[src/rtl/lamv_pkg.sv]
// Shared types, row codes and state encodings for the look-at view matrix unit.
`default_nettype none
package lamv_pkg;

    typedef logic [2:0][31:0] t_vec32;
    typedef logic [2:0][32:0] t_vec33;
    typedef logic [2:0][63:0] t_vec64;

    // One camera request after the front end: eye, up and (target - eye).
    typedef struct packed {
        t_vec32 eye;
        t_vec32 upv;
        t_vec33 dif;
    } t_item;

    // Normalizer status back to the sequencer.
    typedef struct packed {
        logic done;
        logic ok;
    } t_norm_rsp;

    localparam logic [1:0] ROW_SIDE = 2'd0;
    localparam logic [1:0] ROW_UP   = 2'd1;
    localparam logic [1:0] ROW_FWD  = 2'd2;

    localparam logic [31:0] AXIS_ONE = 32'h4000_0000;

    typedef enum logic [2:0] {
        N_IDLE,
        N_SHIFT,
        N_SQ,
        N_SQRT,
        N_DIVLD,
        N_DIV,
        N_DONE
    } t_nstate;

    typedef enum logic [3:0] {
        B_IDLE,
        B_NF_GO,
        B_NF_WAIT,
        B_CR1,
        B_NS_GO,
        B_NS_WAIT,
        B_CR2,
        B_DOT,
        B_EMIT
    } t_bstate;

    function automatic logic [1:0] next3(input logic [1:0] k);
        logic [1:0] r;
        unique case (k)
            2'd0:    r = 2'd1;
            2'd1:    r = 2'd2;
            default: r = 2'd0;
        endcase
        return r;
    endfunction

    function automatic logic [1:0] prev3(input logic [1:0] k);
        logic [1:0] r;
        unique case (k)
            2'd0:    r = 2'd2;
            2'd1:    r = 2'd0;
            default: r = 2'd1;
        endcase
        return r;
    endfunction

endpackage
`default_nettype wire

[src/rtl/lamv_fifo.sv]
// Two-entry queue between the front end and the sequencer.
`default_nettype none
module lamv_fifo (
    input  wire logic            i_clk,
    input  wire logic            i_rst_n,
    input  wire logic            i_push,
    input  wire lamv_pkg::t_item i_item,
    output logic                 o_full,
    input  wire logic            i_pop,
    output logic                 o_empty,
    output lamv_pkg::t_item      o_item
);

    lamv_pkg::t_item r_mem [2];
    logic            r_wp;
    logic            r_rp;
    logic [1:0]      r_cnt;

    assign o_full  = (r_cnt == 2'd2);
    assign o_empty = (r_cnt == 2'd0);
    assign o_item  = r_mem[r_rp];

    always_ff @(posedge i_clk) begin
        if (!i_rst_n) begin
            r_wp  <= 1'b0;
            r_rp  <= 1'b0;
            r_cnt <= 2'd0;
        end else begin
            if (i_push) r_wp <= !r_wp;
            if (i_pop)  r_rp <= !r_rp;
            if (i_push && !i_pop) begin
                r_cnt <= r_cnt + 2'd1;
            end else if (i_pop && !i_push) begin
                r_cnt <= r_cnt - 2'd1;
            end
        end
    end

    always_ff @(posedge i_clk) begin
        if (i_push) r_mem[r_wp] <= i_item;
    end

endmodule
`default_nettype wire

[config.mk]
export PLATFORM = sky130hd
export DESIGN_NAME = lamv_fifo
export DESIGN_NICKNAME = d
export VERILOG_FILES = /design/src/rtl/lamv_pkg.sv /design/src/rtl/lamv_fifo.sv
export SDC_FILE = /design/constraint.sdc
export NUM_CORES = 1
export LEC_CHECK = 0
export BUFFER_PORTS_ARGS = -buffer_cell sky130_fd_sc_hd__buf_2
export CAP_MARGIN = 15
export CORE_MARGIN = 3
export CORE_UTILIZATION = 30
export DETAILED_ROUTE_END_ITERATION = 8
export HOLD_SLACK_MARGIN = 0.02
export SYNTH_ARGS = -nofsm -noshare
export SYNTH_HDL_FRONTEND = slang
export SYNTH_SLANG_ARGS = --single-unit
[constraint.sdc]
create_clock -name i_clk -period 34.2 [get_ports i_clk]
set_input_delay 0 -clock i_clk [delete_from_list [all_inputs] [get_ports i_clk]]
set_output_delay 0 -clock i_clk [all_outputs]
set_load 0.02 [all_outputs]
==> Implementation_results.wiki <==
{| class="wikitable"
! Metric !! Value
|-
| Summed area of non-filler cells in the final layout || 0.03000 mm2
|-
| Number of stages on the worst hold path || 2
|-
| Pin count of the biggest net entering global routing || 159
|-
| HPWL after detailed placement || 33190 um
|-
| Critical Path, Cell by Cell || buf_4 -> buf_4 -> mux2_2 -> buf_2
|-
| Family with the most delay on the worst path || buffers and inverters
|-
| Clock net sink count || 587
|-
| Share of the cycle needed by the critical path after routing || 0.1024
|-
| Sequential share of the synthesized area || 0.8212
|-
| Total wire length after detailed routing || 50840 um
|-
| Mean number of vias per cell || 4.259
|-
| DRC viols || 0
|-
| Area overhead of the layout relative to synthesis || 40.18%
|-
| Net Count, Synth || 1223
|-
| Routed wirelength normalized by instance count || 17.93 um
|-
| Clock tree skew after final layout || 13.35 ps
|-
| Area of the mapped netlist || 0.02140 mm2
|-
| Least-Margin Pin Slew || 1281 ps
|-
| Fin. Hold Viols || 0
|-
| Overall global routing resource usage || 0.1299
|-
| Library cell appearing most often on the critical path || sky130_fd_sc_hd__buf_4
|-
| Master cell of the clock root buffer || sky130_fd_sc_hd__clkbuf_16
|-
| Clock tree buffer depth || 3
|-
| Number of buffers and inverters on the critical path || 3
|-
| Number of buffers created by CTS || 60
|-
| Post-Route Setup TNS || 0 ps
|-
| RSZ-0062 raised after global routing || no
|-
| Total via count after detailed routing || 12073
|-
| Outcome || complete, no violations
|-
| Number of H-tree branching levels || 2
|-
| Final Critical Period || 3503 ps
|-
| Grt ovf || 0
|-
| Area of the core || 0.07039 mm2
|-
| Placement row count || 97
|-
| Number of global-route vias before repair || 13428
|-
| I/O pin total || 588
|-
| Post-synthesis cell count || 927
|-
| Buffer count from post-CTS setup fixing || 0
|-
| Internal reg-to-reg setup slack || 31050 ps
|-
| Area after DPL || 0.02519 mm2
|-
| Path class of the lowest-slack min-delay path || input pin to flip-flop
|-
| Post-synthesis average cell area || 23.09 um2
|-
| Destination of the worst hold path || r_mem[0][276]
|-
| Effective utilization at floorplan || 0.3041
|-
| Required time worst endpoint || 34200 ps
|-
| DR iter-0 viols || 515
|-
| Flops & latches, synth || 587
|-
| TritonCTS clock tree || done
|-
| Wire length of the first global-routing pass || 75490 um
|-
| Launch point of the worst reg-to-reg path || r_wp
|-
| Yosys Warn Count || 0
|-
| CP peak stage delay || 820 ps
|-
| Setup violation total in the final timing report || 0
|-
| Routability congestion estimate || 0.8220
|-
| Classification of the worst setup path || flip-flop to output port
|-
| Post-route antenna net violation count || 0
|-
| Cell at the slowest stage of the critical path || sky130_fd_sc_hd__buf_4
|-
| Clock-pin slew on the worst setup and hold paths || 60 ps
|-
| Port Buf Inserts || 587
|-
| Worst-case setup margin in the final layout || 30700 ps
|-
| Pre-CTS setup slack || 31010 ps
|-
| Arrival time of the worst setup path || 3500 ps
|-
| LEAKAGE || 11.17 nW
|-
| Max rail drop VDD || 0.00004052 V
|-
| Insertion delay of the later-clocked pin in the worst-skew pair || 590 ps
|-
| Net total in the final layout || 2146
|-
| Number of detailed-route iterations in the first pass || 5
|-
| Fillcell total || 6204
|-
| Critical path startpoint category || flip-flop
|-
| Worst-path fanout max || 74
|-
| Capture instance of the worst register-to-register path || r_mem[1][149]
|-
| Fmax || 285.4 MHz
|-
| Share of layout cells above drive strength 1 || 0.5137
|-
| Hold bufs inserted after CTS || 295
|-
| HP Start || i_item[276]
|-
| PwrDens || 55.92 mW/mm2
|-
| CP endpoint kind || output port
|-
| # resized after CTS || 0
|-
| Headroom to the max-slew limit || 0.1459
|-
| Count of cell types in the netlist || 16
|-
| Reg2reg path depth || 3
|-
| Width of the chip || 273.1 um
|-
| Antenna violations before repair || 3
|-
| Max-slew violation count || 0
|-
| Die span in y || 273.1 um
|-
| Number of max-cap violations || 0
|-
| Die Footprint || 0.07458 mm2
|}
==> layout make-up <==
class | instances | area (um2) | area share
Sequential cell | 587 | 17580 | 0.5860
Clock inverter | 35 | 290.3 | 0.009675
Timing Repair Buffer | 893 | 5986 | 0.1995
Clock buffer | 71 | 1564 | 0.05213
Tap cell | 940 | 1176 | 0.03920
Inverter | 1 | 3.754 | 0.0001251
Multi-Input combinational cell | 307 | 3400 | 0.1133
Antenna cell | 1 | 2.502 | 0.00008341
==> kinds of logic (layout without fill, tap and decap cells) <==
family          count (synthesis)  count (layout)  share of synthesized area
compound gates                  3               3                  0.0009354
xor+xnor                        3               3                   0.001228
fa+ha+maj                       1               1                  0.0005845
buf+inv                        33            1000                    0.02040
flops                         587             587                     0.8212
mux                           291             291                     0.1531
other cells                     0               1                          0
simple gates                    9               9                   0.002514
==> power breakdown <==
| part | internal [mW] | switching, mW |
|---|---|---|
| Clock | 0.360 | 0.258 |
| Sequential | 0.833 | 0.00980 |
| Combinational | 0.0953 | 0.121 |
==> worst reg2reg max path, cell delays in order, from the launching register on <==
cell and delay (ps):
sky130_fd_sc_hd__dfxtp_1 390, sky130_fd_sc_hd__and2_4 590, sky130_fd_sc_hd__buf_4 870, sky130_fd_sc_hd__buf_4 820
==> cells in the final DEF (no fill, tap or decap), drive strengths merged <==
cell type and count:
dlygate4sd3 295, and2 4, xnor2 1, diode 1, dfxtp 5, nor2b 3, o21ai 1, edfxtp 582
inv 2, nor2 1, o21a 1, xor2 2, mux2 291, ha 1, clkinvlp 2, buf 598
a21boi 1, bufinv 5, or3 1, clkbuf 71, clkinv 27
==> cells in the mapped netlist <==
| cell | instances | area share |
|---|---|---|
| sky130_fd_sc_hd__inv_1 | 1 | 0.00018 |
| sky130_fd_sc_hd__dfxtp_1 | 5 | 0.0047 |
| sky130_fd_sc_hd__nor2b_1 | 3 | 0.00088 |
| sky130_fd_sc_hd__a21boi_1 | 1 | 0.00035 |
| sky130_fd_sc_hd__o21ai_0 | 1 | 0.00023 |
| sky130_fd_sc_hd__xnor2_1 | 1 | 0.00041 |
| sky130_fd_sc_hd__xor2_1 | 2 | 0.00082 |
| sky130_fd_sc_hd__and2_1 | 4 | 0.0012 |
| sky130_fd_sc_hd__mux2_2 | 291 | 0.15 |
| sky130_fd_sc_hd__edfxtp_1 | 582 | 0.82 |
| sky130_fd_sc_hd__clkbuf_8 | 29 | 0.019 |
| sky130_fd_sc_hd__nor2_1 | 1 | 0.00018 |
| sky130_fd_sc_hd__or3_1 | 1 | 0.00029 |
| sky130_fd_sc_hd__ha_1 | 1 | 0.00058 |
| sky130_fd_sc_hd__buf_6 | 3 | 0.0016 |
| sky130_fd_sc_hd__o21a_1 | 1 | 0.00035 |
==> through the flow <==
step	instances	power, mW	hold WS (ps)	utilization
detailed placement	2433	1.048	191.2	0.3579
finish	2835	1.678	125.4	0.4262
floorplan	927	0.9903	98.87	-
global route	2835	1.743	91.59	0.4262
CTS	2834	1.698	70.60	0.4262
global placement	2433	1.044	187.9	0.3579
==> worst max-delay path by stage <==
stage | slack (ps) | depth (start not counted) | start | to
2_1_floorplan | 20060 | 2 | r_wp | r_wp
3_3_place_gp | 31060 | 3 | r_wp | r_mem[1][181]
3_5_place_dp | 31010 | 3 | r_wp | r_mem[1][174]
4_1_cts | 30640 | 4 | flip-flop | o_item[216]
5_1_grt | 30470 | 4 | flip-flop | o_item[219]
6_report | 30700 | 4 | flip-flop | o_item[46]
==> layer usage <==
| metal | global-route usage | vias to the layer above | wire length, um |
|---|---|---|---|
| met4 | 0.04860 | 4 | 1683 |
| li1 | - | 5549 | - |
| met2 | 0.2396 | 478 | 26470 |
| met3 | 0.03872 | 106 | 4120 |
| met1 | 0.1395 | 5936 | 18540 |
| met5 | 0 | - | 27 |
==> sequential cells by signal, summed over array words and instances (netlist names), named ones only <==
| signal | cells |
|---|---|
| r_rp | 1 |
| r_cnt | 2 |
| r_mem | 582 |
| r_wp | 1 |
No activity file was read; power rests on OpenSTA's default activity.
