File: config.mk
export PLATFORM = sky130hd
export DESIGN_NAME = lamv_front
export DESIGN_NICKNAME = d
export VERILOG_FILES = /design/src/rtl/lamv_pkg.sv /design/src/rtl/lamv_front.sv
export SDC_FILE = /design/constraint.sdc
export NUM_CORES = 1
export LEC_CHECK = 0
export ABC_AREA = 1
export BUFFER_PORTS_ARGS = -buffer_cell sky130_fd_sc_hd__buf_4
export CAP_MARGIN = 10
export CORE_AREA = 2 2 228 230
export DETAILED_ROUTE_END_ITERATION = 8
export DIE_AREA = 0 0 230 232
export PLACE_DENSITY = 0.58
export SETUP_SLACK_MARGIN = 0.05
export SYNTH_ARGS = -nofsm -noshare
export SYNTH_HDL_FRONTEND = slang
export SYNTH_SLANG_ARGS = --single-unit
File: constraint.sdc
create_clock -name i_clk -period 33.4 [get_ports i_clk]
set_clock_uncertainty 0.05 [all_clocks]
set_input_delay 3.34 -clock i_clk [delete_from_list [all_inputs] [get_ports i_clk]]
set_output_delay 3.34 -clock i_clk [all_outputs]
set_load 0.02 [all_outputs]
File: src/rtl/lamv_pkg.sv
// Shared types, row codes and state encodings for the look-at view matrix unit.
`default_nettype none
package lamv_pkg;

    typedef logic [2:0][31:0] t_vec32;
    typedef logic [2:0][32:0] t_vec33;
    typedef logic [2:0][63:0] t_vec64;

    // One camera request after the front end: eye, up and (target - eye).
    typedef struct packed {
        t_vec32 eye;
        t_vec32 upv;
        t_vec33 dif;
    } t_item;

    // Normalizer status back to the sequencer.
    typedef struct packed {
        logic done;
        logic ok;
    } t_norm_rsp;

    localparam logic [1:0] ROW_SIDE = 2'd0;
    localparam logic [1:0] ROW_UP   = 2'd1;
    localparam logic [1:0] ROW_FWD  = 2'd2;

    localparam logic [31:0] AXIS_ONE = 32'h4000_0000;

    typedef enum logic [2:0] {
        N_IDLE,
        N_SHIFT,
        N_SQ,
        N_SQRT,
        N_DIVLD,
        N_DIV,
        N_DONE
    } t_nstate;

    typedef enum logic [3:0] {
        B_IDLE,
        B_NF_GO,
        B_NF_WAIT,
        B_CR1,
        B_NS_GO,
        B_NS_WAIT,
        B_CR2,
        B_DOT,
        B_EMIT
    } t_bstate;

    function automatic logic [1:0] next3(input logic [1:0] k);
        logic [1:0] r;
        unique case (k)
            2'd0:    r = 2'd1;
            2'd1:    r = 2'd2;
            default: r = 2'd0;
        endcase
        return r;
    endfunction

    function automatic logic [1:0] prev3(input logic [1:0] k);
        logic [1:0] r;
        unique case (k)
            2'd0:    r = 2'd2;
            2'd1:    r = 2'd0;
            default: r = 2'd1;
        endcase
        return r;
    endfunction

endpackage
`default_nettype wire

File: src/rtl/lamv_front.sv
// Front end: takes a request transfer and forms the view direction.
`default_nettype none
module lamv_front (
    input  wire logic                 i_clk,
    input  wire logic                 i_rst_n,
    input  wire logic                 i_valid,
    output logic                      o_stall,
    input  wire logic                 i_full,
    output logic                      o_push,
    output lamv_pkg::t_item           o_item,
    input  wire lamv_pkg::t_vec32     i_eye,
    input  wire lamv_pkg::t_vec32     i_tgt,
    input  wire lamv_pkg::t_vec32     i_upv
);

    logic            r_vld;
    lamv_pkg::t_item r_item;
    logic            w_take;

    assign o_stall = r_vld && i_full;
    assign o_push  = r_vld && !i_full;
    assign o_item  = r_item;
    assign w_take  = i_valid && !o_stall;

    always_ff @(posedge i_clk) begin
        if (!i_rst_n) begin
            r_vld <= 1'b0;
        end else if (w_take) begin
            r_vld <= 1'b1;
        end else if (o_push) begin
            r_vld <= 1'b0;
        end
    end

    always_ff @(posedge i_clk) begin
        if (w_take) begin
            r_item.eye <= i_eye;
            r_item.upv <= i_upv;
            for (int i = 0; i < 3; i++) begin
                r_item.dif[i] <= 33'($signed(i_tgt[i])) - 33'($signed(i_eye[i]));
            end
        end
    end

endmodule
`default_nettype wire

==> flow_summary.ini, run 1 <==
[status]
status = completed

[power]
p_int_uw = 790
vdd_ir_drop_max_mv = 0.0404
powerDensity_nw_per_um2 = 48.4
pwr-share-seq_pct = 40.6
comb_power_share_pct = 23.1
pwr-share-clk_pct = 36.2
p_leak_uw = 0.0123
switching_power_uw = 323
switching_share_pct = 29.0

[setup_path]
crit_top_cell = buf_4
cp.arrival_ps = 3780
crit_chain = buf_4 > nand2_1 > inv_1 > buf_4
cp_data_required_time_ps = 30010
crit_type = input pin to output port
end_kind = output port
worstPathMaxFanout = 2
slowest_stage = buf_4
worst_path_largest_cell_delay_ps = 160
critPathLaunchType = input pin

[floorplan]
die_area_um2 = 53400
die_h_um = 232
rows = 83
initial_utilization_pct = 32.4
coreArea_um2 = 50900
ioPinCount = 585
die_w_um = 230

[clock_network]
htree_levels = 2
clk_pin_slew_ps = 60
cts_resized = 0
insertion_delay_ps = 530
cts_setup_buffers = 0
cts_root_buf = clkbuf_16
cts_tree = built
clock_sinks = 292
holdBufCountCts = 0
clock_path_buffers = 3
numCtsBuffers = 36

[sta]
max_slew_margin_pct = 41.2
fin_setup_tns_ps = 0
worstMarginPinSlew_ps = 881
grt_setup_unrepaired = false
slew_violations = 0
fin_crit_sh_pct = 21.5
setup_viol = 0
max_freq_ghz = 0.139
min_period_ps = 7170
hold_viol_final = 0

[layout]
final_cell_mix = nand2_1, buf_4, inv_1, edfxtp_1, nor2_1
nFillCells = 5061
postLayoutCoreUtil_pct = 45.2
nNetsFinal = 2990
instances_no_fill = 3307
area_growth_pct = 39.3
drive_gt1_share_pct = 25.3
final_common_cell = nand2_1

[placed_design]
dpl.hpwl_um = 43500
gp_congestion = 0.918
dp_cells = 3241
io_buffer_count = 584

[global_route]
grt_pass1_vias = 14100
grt_pass1_wl_um = 78900
grt.total_usage_pct = 19.1
antenna_found_initial = 3
overflow = 0
grt_start_max_net_pins = 66

[yosys]
synth.avg_cell_area_um2 = 8.37
synth.yosys.warnings = 0
ys_ff_latch = 292
synth_nets = 2364
synth_cells = 1973
synth.distinct_cells = 23
netlist_area_um2 = 16500
ys_seq_area_share_pct = 53.1

[drt]
drt_pass1_iterations = 6
drtIter0Drc = 722
wire_per_inst_um = 15.9
wl_um = 52600
viasPerCell = 4.34
ant_nets = 0
drc = 0
vias = 14300

[worst_hold_path]
worstHoldPathType = flop to flop

[run]
max_cap_viol_count = 0
-- through the flow --
step	power [uW]	hold slack [ps]	area, um2	setup WS (ps)
6_report	1110	454	23000	26230
5_1_grt	1170	499	23000	26210
3_3_place_gp	717	449	21800	26220
3_5_place_dp	719	451	21800	26230
2_1_floorplan	613	413	16500	16820
4_1_cts	1130	459	23000	26230
-- worst paths after layout --
path / start / end / slack, ps / cells past startpoint
max: i_full / o_stall / 26230 / 4
min: r_vld / r_vld / 450 / 2
max reg2reg: r_vld / o_item[57] / 30900 / 5
min reg2reg: r_vld / r_vld / 450 / 2
-- final cells by class --
type	count	area [um2]	area share [%]
sequential	292	8760	38.1
multi-input combinational	1202	5960	25.9
timing repair buffer	589	4420	19.2
inverter	478	1790	7.80
clock buffer	44	973	4.23
tap	680	851	3.70
clock inverter	21	235	1.02
antenna	1	2.50	0.0109
-- power by group through the flow --
stage	registers, uW	logic, uW	clock network, uW
2_1_floorplan	505	108	0
3_3_place_gp	459	257	0
4_1_cts	453	260	416
6_report	452	258	403
5_1_grt	455	284	429
3_5_place_dp	460	259	0
-- worst max-delay path, delay by kind of cell --
kind / cells / cell delay, ps
buffers and inverters: 3 / 360
and+or+nand+nor: 1 / 80
-- logic make-up (layout without fill, tap and decap cells) --
logic type	count (synthesis)	in the layout	share of synthesized area, %
AND/OR/NAND/NOR	990	990	23.8
buffers and inverters	479	1132	10.9
flip-flops	292	292	53.1
adder cells (fa/ha/maj)	99	99	7.64
AO/OA/AOI/OAI	68	68	2.19
XOR/XNOR	45	45	2.39
other	0	1	0
-- state kept, by name, indices dropped and copies added, names as in the netlist --
register	count
o_item	291
r_vld	1
-- routing by layer --
layer	GRT usage, %	vias to the layer above	share of wire (%)
met5	0	-	0.051
met1	22.5	6492	40
met4	4.84	4	2.1
met2	34.0	461	49
li1	-	7321	-
met3	5.69	70	8.5
-- synthesized netlist by cell type --
| cell type | instances | area share (%) |
|---|---|---|
| xor2_1 | 38 | 2.0 |
| o21bai_1 | 3 | 0.14 |
| nor2_2 | 1 | 0.038 |
| nor2_1 | 126 | 2.9 |
| a21o_1 | 3 | 0.14 |
| dfxtp_1 | 1 | 0.12 |
| nand2_1 | 747 | 17 |
| buf_4 | 1 | 0.045 |
| nor3_1 | 6 | 0.18 |
| a21oi_2 | 1 | 0.053 |
| and2_1 | 6 | 0.23 |
| a21boi_0 | 1 | 0.045 |
| xnor2_1 | 7 | 0.37 |
| nand4_1 | 12 | 0.45 |
| or2_1 | 4 | 0.15 |
| fa_1 | 3 | 0.36 |
| nand3_1 | 67 | 2.0 |
| nand2_2 | 17 | 0.64 |
| edfxtp_1 | 291 | 53 |
| nand3_2 | 4 | 0.24 |
| ha_1 | 96 | 7.3 |
| inv_1 | 478 | 11 |
| a21oi_1 | 60 | 1.8 |
Power figures use the tool's default switching activity.
==> run 2: changes to the inputs <==
Clock period 33.4 ns to 7.25 ns, I/O delays scaled along.
==> flow_summary.ini, run 2 (synthesis gave the netlist of run 1 again) <==
[drt]
drtIter0Drc = 792
viasPerCell = 4.32
drc = 0
ant_nets = 0
wl_um = 52100
drt_pass1_iterations = 5
vias = 14300
wire_per_inst_um = 15.8

[run]
max_cap_viol_count = 0

[clock_network]
numCtsBuffers = 36
cts_tree = built
clk_pin_slew_ps = 60
htree_levels = 2
cts_resized = 0
cts_setup_buffers = 0
cts_root_buf = clkbuf_16
clock_path_buffers = 3
holdBufCountCts = 0
clock_sinks = 292
insertion_delay_ps = 540

[setup_path]
worst_path_largest_cell_delay_ps = 870
crit_type = flop to flop
slowest_stage = buf_4
ff2ff_path_depth = 5
cp_data_required_time_ps = 7370
reg2reg_from = r_vld
end_kind = flop
crit_start = r_vld
crit_chain = nand2_1 > inv_1 > nor2_4 > buf_12 > buf_4
critPathLaunchType = flop
cp.arrival_ps = 2920
worstPathMaxFanout = 164

[placed_design]
placed_area_um2 = 21800
io_buffer_count = 584
gp_congestion = 0.925
dpl.hpwl_um = 42500

[sta]
min_period_ps = 2810
hold_viol_final = 0
setup_viol = 0
max_slew_margin_pct = 26.1
max_freq_ghz = 0.356
grt_setup_unrepaired = false
worstMarginPinSlew_ps = 1110
fin_crit_sh_pct = 38.7
fin_setup_tns_ps = 0
slew_violations = 0

[layout]
drive_gt1_share_pct = 25.5
final_common_cell = nand2_1
nNetsFinal = 2988
final_cell_mix = nand2_1, buf_4, inv_1, edfxtp_1, nor2_1
largest_register_ffs = 291
stdcell_area_um2 = 22900
nFillCells = 5041
register_area_um2 = 8760
multiInputGateArea_um2 = 5960
postLayoutCoreUtil_pct = 45.1
area_growth_pct = 39.0

[floorplan]
die_w_um = 230
rows = 83
ioPinCount = 585
initial_utilization_pct = 32.4
die_h_um = 232
coreArea_um2 = 50900
die_area_um2 = 53400

[status]
status = completed

[worst_hold_path]
worstHoldPathType = input pin to flop
hold_path_startpoint = i_upv[92]
whs_path_depth = 1

[global_route]
grt_start_max_net_pins = 165
antenna_found_initial = 5
grt_pass1_vias = 14300
overflow = 0
grt.total_usage_pct = 19.0
grt_pass1_wl_um = 78500

[power]
vdd_ir_drop_max_mv = 0.162
powerDensity_nw_per_um2 = 221
power_uw = 5070
p_leak_uw = 0.0123
==> run 2: area by class of cell <==
type / count / share of cell area [%]
clock inverter: 22 / 0.851
antenna: 2 / 0.0218
tap: 680 / 3.71
multi-input combinational: 1202 / 26.0
inverter: 478 / 7.82
clock buffer: 43 / 4.23
sequential: 292 / 38.2
timing repair buffer: 587 / 19.3
==> run 2: report_power, final <==
group	leakage [uW]	switching (uW)	internal [uW]
Clock	0.000559	760	1040
Combinational	0.00890	719	464
Sequential	0.00283	43.3	2040
Total	0.0123	1520	3540
==> run 2: worst max-delay path, delay by kind of cell, from the launching register on <==
| kind | cells | cell delay [ps] |
|---|---|---|
| buffers and inverters | 3 | 1490 |
| flip-flops | 1 | 310 |
| AND/OR/NAND/NOR | 2 | 180 |
==> run 2: metal layers <==
layer / share of wire, % / track usage (%)
met5: 0.063 / 0
met4: 2.4 / 5.24
met3: 8.1 / 5.92
met2: 48 / 33.0
met1: 41 / 22.7
==> run 2: worst paths after layout <==
check	end	slack (ps)
min reg2reg	r_vld	460
min	o_item[191]	300
max	o_item[14]	4440
max reg2reg	o_item[14]	4440
==> run 2: stage by stage <==
step           hold slack (ps)  worst slack, ps  instances
2_1_floorplan              413             1510       1973
3_3_place_gp               442             4020       3239
3_5_place_dp               451             4000       3239
4_1_cts                    252             4540       3304
5_1_grt                    258             4300       3306
6_report                   296             4440       3306
