===== src/rtl/lamv_pkg.sv =====
// Shared types, row codes and state encodings for the look-at view matrix unit.
`default_nettype none
package lamv_pkg;

    typedef logic [2:0][31:0] t_vec32;
    typedef logic [2:0][32:0] t_vec33;
    typedef logic [2:0][63:0] t_vec64;

    // One camera request after the front end: eye, up and (target - eye).
    typedef struct packed {
        t_vec32 eye;
        t_vec32 upv;
        t_vec33 dif;
    } t_item;

    // Normalizer status back to the sequencer.
    typedef struct packed {
        logic done;
        logic ok;
    } t_norm_rsp;

    localparam logic [1:0] ROW_SIDE = 2'd0;
    localparam logic [1:0] ROW_UP   = 2'd1;
    localparam logic [1:0] ROW_FWD  = 2'd2;

    localparam logic [31:0] AXIS_ONE = 32'h4000_0000;

    typedef enum logic [2:0] {
        N_IDLE,
        N_SHIFT,
        N_SQ,
        N_SQRT,
        N_DIVLD,
        N_DIV,
        N_DONE
    } t_nstate;

    typedef enum logic [3:0] {
        B_IDLE,
        B_NF_GO,
        B_NF_WAIT,
        B_CR1,
        B_NS_GO,
        B_NS_WAIT,
        B_CR2,
        B_DOT,
        B_EMIT
    } t_bstate;

    function automatic logic [1:0] next3(input logic [1:0] k);
        logic [1:0] r;
        unique case (k)
            2'd0:    r = 2'd1;
            2'd1:    r = 2'd2;
            default: r = 2'd0;
        endcase
        return r;
    endfunction

    function automatic logic [1:0] prev3(input logic [1:0] k);
        logic [1:0] r;
        unique case (k)
            2'd0:    r = 2'd2;
            2'd1:    r = 2'd0;
            default: r = 2'd1;
        endcase
        return r;
    endfunction

endpackage
`default_nettype wire


===== src/rtl/lamv_norm.sv =====
// Vector normalizer: range shift, sum of squares, serial root, bit-serial divide.
`default_nettype none
module lamv_norm (
    input  wire logic             i_clk,
    input  wire logic             i_rst_n,
    input  wire logic             i_start,
    input  wire lamv_pkg::t_vec64 i_vec,
    output lamv_pkg::t_norm_rsp   o_rsp,
    output lamv_pkg::t_vec32      o_axis
);

    lamv_pkg::t_nstate r_state, n_state;
    lamv_pkg::t_vec64  r_m;
    logic [2:0]        r_neg;
    logic [61:0]       r_sq;
    logic [63:0]       r_x;
    logic [63:0]       r_root;
    logic [63:0]       r_bit;
    logic [61:0]       r_num;
    logic [31:0]       r_rem;
    logic [31:0]       r_q;
    logic [5:0]        r_cnt;
    logic [1:0]        r_j;
    logic              r_ph;
    logic              r_ok;
    lamv_pkg::t_vec32  r_axis;

    logic [63:0] w_mx;
    logic [63:0] w_rb;
    logic        w_sq_ge;
    logic [32:0] w_trial;
    logic        w_qbit;
    logic [31:0] w_rem_n;
    logic [31:0] w_qn;
    logic [31:0] w_qc;

    always_comb begin
        w_mx = r_m[0];
        if (r_m[1] > w_mx) w_mx = r_m[1];
        if (r_m[2] > w_mx) w_mx = r_m[2];
        w_rb    = r_root + r_bit;
        w_sq_ge = (r_x >= w_rb);
        w_trial = {r_rem, r_num[61]};
        w_qbit  = (w_trial >= {1'b0, r_root[31:0]});
        w_rem_n = w_qbit ? 32'(w_trial - {1'b0, r_root[31:0]}) : w_trial[31:0];
        w_qn    = {r_q[30:0], w_qbit};
        w_qc    = (w_qn > lamv_pkg::AXIS_ONE) ? lamv_pkg::AXIS_ONE : w_qn;
    end

    always_comb begin
        n_state = r_state;
        unique case (r_state)
            lamv_pkg::N_IDLE:  if (i_start) n_state = lamv_pkg::N_SHIFT;
            lamv_pkg::N_SHIFT: begin
                if (w_mx == 64'd0) begin
                    n_state = lamv_pkg::N_DONE;
                end else if (w_mx[63:31] == 33'd0 && w_mx[30]) begin
                    n_state = lamv_pkg::N_SQ;
                end
            end
            lamv_pkg::N_SQ:    if (r_ph && r_j == 2'd2) n_state = lamv_pkg::N_SQRT;
            lamv_pkg::N_SQRT:  if (r_cnt == 6'd31) n_state = lamv_pkg::N_DIVLD;
            lamv_pkg::N_DIVLD: n_state = lamv_pkg::N_DIV;
            lamv_pkg::N_DIV: begin
                if (r_cnt == 6'd61) begin
                    n_state = (r_j == 2'd2) ? lamv_pkg::N_DONE : lamv_pkg::N_DIVLD;
                end
            end
            lamv_pkg::N_DONE:  n_state = lamv_pkg::N_IDLE;
            default:           n_state = lamv_pkg::N_IDLE;
        endcase
    end

    always_ff @(posedge i_clk) begin
        if (!i_rst_n) begin
            r_state <= lamv_pkg::N_IDLE;
        end else begin
            r_state <= n_state;
        end
    end

    always_ff @(posedge i_clk) begin
        unique case (r_state)
            lamv_pkg::N_IDLE: begin
                for (int i = 0; i < 3; i++) begin
                    r_neg[i] <= i_vec[i][63];
                    r_m[i]   <= i_vec[i][63] ? 64'd0 - i_vec[i] : i_vec[i];
                end
            end
            lamv_pkg::N_SHIFT: begin
                if (w_mx == 64'd0) begin
                    r_ok   <= 1'b0;
                    r_axis <= '0;
                end else if (w_mx[63:31] != 33'd0) begin
                    for (int i = 0; i < 3; i++) r_m[i] <= r_m[i] >> 1;
                end else if (!w_mx[30]) begin
                    for (int i = 0; i < 3; i++) r_m[i] <= r_m[i] << 1;
                end else begin
                    r_ok <= 1'b1;
                    r_x  <= 64'd0;
                    r_j  <= 2'd0;
                    r_ph <= 1'b0;
                end
            end
            lamv_pkg::N_SQ: begin
                r_ph <= !r_ph;
                if (!r_ph) begin
                    r_sq <= r_m[r_j][30:0] * r_m[r_j][30:0];
                end else begin
                    r_x <= r_x + {2'd0, r_sq};
                    if (r_j == 2'd2) begin
                        r_root <= 64'd0;
                        r_bit  <= 64'h4000_0000_0000_0000;
                        r_cnt  <= 6'd0;
                    end else begin
                        r_j <= r_j + 2'd1;
                    end
                end
            end
            lamv_pkg::N_SQRT: begin
                if (w_sq_ge) begin
                    r_x    <= r_x - w_rb;
                    r_root <= (r_root >> 1) + r_bit;
                end else begin
                    r_root <= r_root >> 1;
                end
                r_bit <= r_bit >> 2;
                r_cnt <= r_cnt + 6'd1;
                r_j   <= 2'd0;
            end
            lamv_pkg::N_DIVLD: begin
                r_num <= {1'b0, r_m[r_j][30:0], 30'd0} + {31'd0, r_root[31:1]};
                r_rem <= 32'd0;
                r_q   <= 32'd0;
                r_cnt <= 6'd0;
            end
            lamv_pkg::N_DIV: begin
                r_rem <= w_rem_n;
                r_num <= r_num << 1;
                r_q   <= w_qn;
                r_cnt <= r_cnt + 6'd1;
                if (r_cnt == 6'd61) begin
                    r_axis[r_j] <= r_neg[r_j] ? 32'd0 - w_qc : w_qc;
                    r_j         <= r_j + 2'd1;
                end
            end
            default: begin
            end
        endcase
    end

    assign o_rsp.done = (r_state == lamv_pkg::N_DONE);
    assign o_rsp.ok   = r_ok;
    assign o_axis     = r_axis;

endmodule
`default_nettype wire


===== config.mk =====
export PLATFORM = sky130hd
export DESIGN_NAME = lamv_norm
export DESIGN_NICKNAME = d
export VERILOG_FILES = /design/src/rtl/lamv_pkg.sv /design/src/rtl/lamv_norm.sv
export SDC_FILE = /design/constraint.sdc
export NUM_CORES = 2
export LEC_CHECK = 0
export ABC_AREA = 1
export BUFFER_PORTS_ARGS = -buffer_cell sky130_fd_sc_hd__buf_2
export CAP_MARGIN = 25
export CELL_PAD_IN_SITES_DETAIL_PLACEMENT = 1
export CELL_PAD_IN_SITES_GLOBAL_PLACEMENT = 1
export CORE_ASPECT_RATIO = 0.6
export CORE_UTILIZATION = 35
export DETAILED_ROUTE_END_ITERATION = 8
export PLACE_DENSITY = 0.72
export SLEW_MARGIN = 10
export SYNTH_ARGS = -nofsm -noshare
export SYNTH_HDL_FRONTEND = slang
export SYNTH_SLANG_ARGS = --single-unit

===== constraint.sdc =====
create_clock -name i_clk -period 14.5 [get_ports i_clk]
set_input_delay 2.9 -clock i_clk [delete_from_list [all_inputs] [get_ports i_clk]]
set_output_delay 2.9 -clock i_clk [all_outputs]
set_load 0.1 [all_outputs]

==> metrics <==
# H-tree levels 3; crit path max fanout 29; Max Buffers Root-to-Sink 3; Tmin final 10.96 ns; Core Region 230,000 sq um; max_cap viols 0; # clock sinks 650; startpoint types flip-flop; clock slew at reported path FFs 0.08 ns; Layout area overhead 9.87%; library cells used by synthesis 70; fillers 28,306; # DRC 0; Site Rows 136; arrival time worst endpoint 11.41 ns; post-synth top area share 23.9%; Yosys reg bits 650; post-CTS sizing 0; cell with the most instances after synthesis inv_1; Post-Synth Adder-Cell Area 28.0%; RSZ-0062 raised after global routing false; initial antenna violation count 25; Synth Area in Compound Gates 13.5%; hold_ws 0.515 ns; vias in the first global route 78,470; Worst EP required 14.95 ns; Setup Total Neg Slack 0 ns; WL final 357,000 microns; post-synthesis sequential area ratio 23.9%; via/cell ratio 5.53; clk root buf clkbuf_16; Die ar. 235,000 sq um; Most used DFF post-synth edfxtp_1; post-synthesis mux area share 0%; Worst Setup End Kind flip-flop; Post-DP HPWL 293,000 microns; layout cells sized above 1 6.21%; first-pass GRT wire length 526,000 microns; worst slew pin tran 1.38 ns; Max Fclk 91.2 MHz; delay of the slowest cell on the worst path 0.92 ns; DRT iter0 DRCs 8,630; All-Layer GR Usage 30.0%; number of flops mapped to enable cells by yosys 647; Yosys warnings 0; final setup vio count 0; DRT Pass-1 Iters 5; Hold Path Class reg -> reg; Initial Util 35.4%; final hold vios 0; Ports 293; Synth top cells by count inv_1 (2,264), nand2_1 (1,945), nor2_1 (1,015); largest family of logic cells by synthesized area adder cells; cell count after synthesis 10,559; hold_buf cts 0; asr flop ratio synth 0%; DIE HEIGHT 376 microns; status finished, final reports clean; WL per Instance 25.6 microns; Synth Area in XOR/XNOR 3.33%; largest net degree at the start of global routing 131; Post-Syn Nets 12,126; TritonCTS clock tree built; IO Port Bufs 292; Final GP Congestion 0.992; Slew Limit Fails 0; final net count 12,309; width of the die 625 microns; DR vias 76,983; Cell Area, Synth 81,400 sq um; top post-synthesis cells by area edfxtp_1 (24%), fa_1 (19%), inv_1 (10%); WS Path Type reg -> reg; Post-CTS Repair Setup Buffers 0; antenna viol nets, final 0; Critical Path Most Common Cell inv_1; Crit-path slowest cell edfxtp_1; Max transition margin 7.26%; FF/Latch Area 19,500 sq um; Syn Area/Cell 7.71 sq um; GRT overflow 0; Tcrit/Tclk final 75.6%; clk_lat worst skew 0.76 ns; Post-Synth Simple-Gate Area 19.1%; area leader, netlist edfxtp_1; area of the multi-input gates 52,300 sq um; Num CTS Buffers 80; Worst Clk Skew 0.0997 ns
sequential cells by signal, summed over array words and instances, names as in the netlist:
| register | cells |
|---|---|
| r_state | 3 |
| r_neg | 3 |
| r_cnt | 6 |
| o_axis | 96 |
| r_sq | 61 |
| r_j | 2 |
| r_ph | 1 |
| r_num | 62 |
| r_rem | 32 |
| r_x | 64 |
| r_bit | 32 |
| r_ok | 1 |
| r_root | 64 |
| r_q | 31 |
| r_m | 192 |
worst paths after layout:
path	cells after the start	startpoint	end	slack, ns
setup / recovery	30	r_j[0]	r_sq[35]	3.54
hold / removal	2	r_num[55]	r_num[56]	0.52
setup reg to reg	30	r_j[0]	r_sq[35]	3.54
hold reg to reg	2	r_num[55]	r_num[56]	0.52
cells by family (layout without fill, tap and decap cells):
| kind of cell | count (synthesis) | count (layout) |
|---|---|---|
| buffers and inverters | 2587 | 2834 |
| xor gates and xnor gates | 310 | 310 |
| other | 0 | 15 |
| and+or+nand+nor | 3756 | 3756 |
| DFF | 650 | 650 |
| AOI/OAI and AO/OA | 1884 | 1884 |
| adders and majority gates | 1372 | 1372 |
worst max-delay path: cells and delay by family, from the launching register on:
| family | cells | cell delay (ns) |
|---|---|---|
| adders and majority gates | 9 | 4.39 |
| xor gates and xnor gates | 1 | 0.64 |
| AOI/OAI and AO/OA | 6 | 2.23 |
| and+or+nand+nor | 2 | 0.22 |
| DFF | 1 | 0.92 |
| buffers and inverters | 12 | 2.28 |
area by class of cell:
| type | instances | share of cell area [%] |
|---|---|---|
| Antenna cell | 15 | 0.0420 |
| Tap cell | 3105 | 4.34 |
| Multi-Input combinational cell | 7322 | 58.4 |
| Inverter | 2281 | 9.58 |
| Timing Repair Buffer | 407 | 2.67 |
| Clock buffer | 83 | 2.25 |
| Clock inverter | 63 | 0.906 |
| Sequential cell | 650 | 21.8 |
placed cells by master, fill, tap and decap left out, drive strengths merged, types with 46 or more instances in the layout:
master / Yosys / final
inv: 2272 / 2278
nand2: 1951 / 1951
nor2: 1022 / 1022
fa: 754 / 754
a21oi: 713 / 713
o21ai: 648 / 648
edfxtp: 647 / 647
ha: 618 / 618
buf: 102 / 404
nand3: 399 / 399
xor2: 201 / 201
o221ai: 171 / 171
nor3: 136 / 136
xnor2: 109 / 109
a31oi: 89 / 89
clkbuf: 204 / 86
nand4: 78 / 78
nor4: 74 / 74
o21a: 62 / 62
clkinv: 9 / 47
or2: 46 / 46
routing by layer:
metal	routed length (microns)	track usage, %
met1	180000	48.3
met5	30	0
met2	130000	38.3
met3	39700	8.78
met4	6590	5.73
metrics by stage:
| step | cells | setup slack [ns] | area (sq um) | util, % |
|---|---|---|---|---|
| 2_1_floorplan | 10559 | 0.120 | 81400 | - |
| 3_3_place_gp | 13747 | 3.76 | 86400 | 37.6 |
| 3_5_place_dp | 13756 | 3.94 | 86500 | 37.6 |
| 4_1_cts | 13902 | 3.94 | 89400 | 38.8 |
| 5_1_grt | 13923 | 3.32 | 89500 | 38.9 |
| 6_report | 13926 | 3.54 | 89500 | 38.9 |
Power is left out: the tool's default activity adds up to more than one toggle a clock period on the data nets, which glitch-free logic cannot reach.
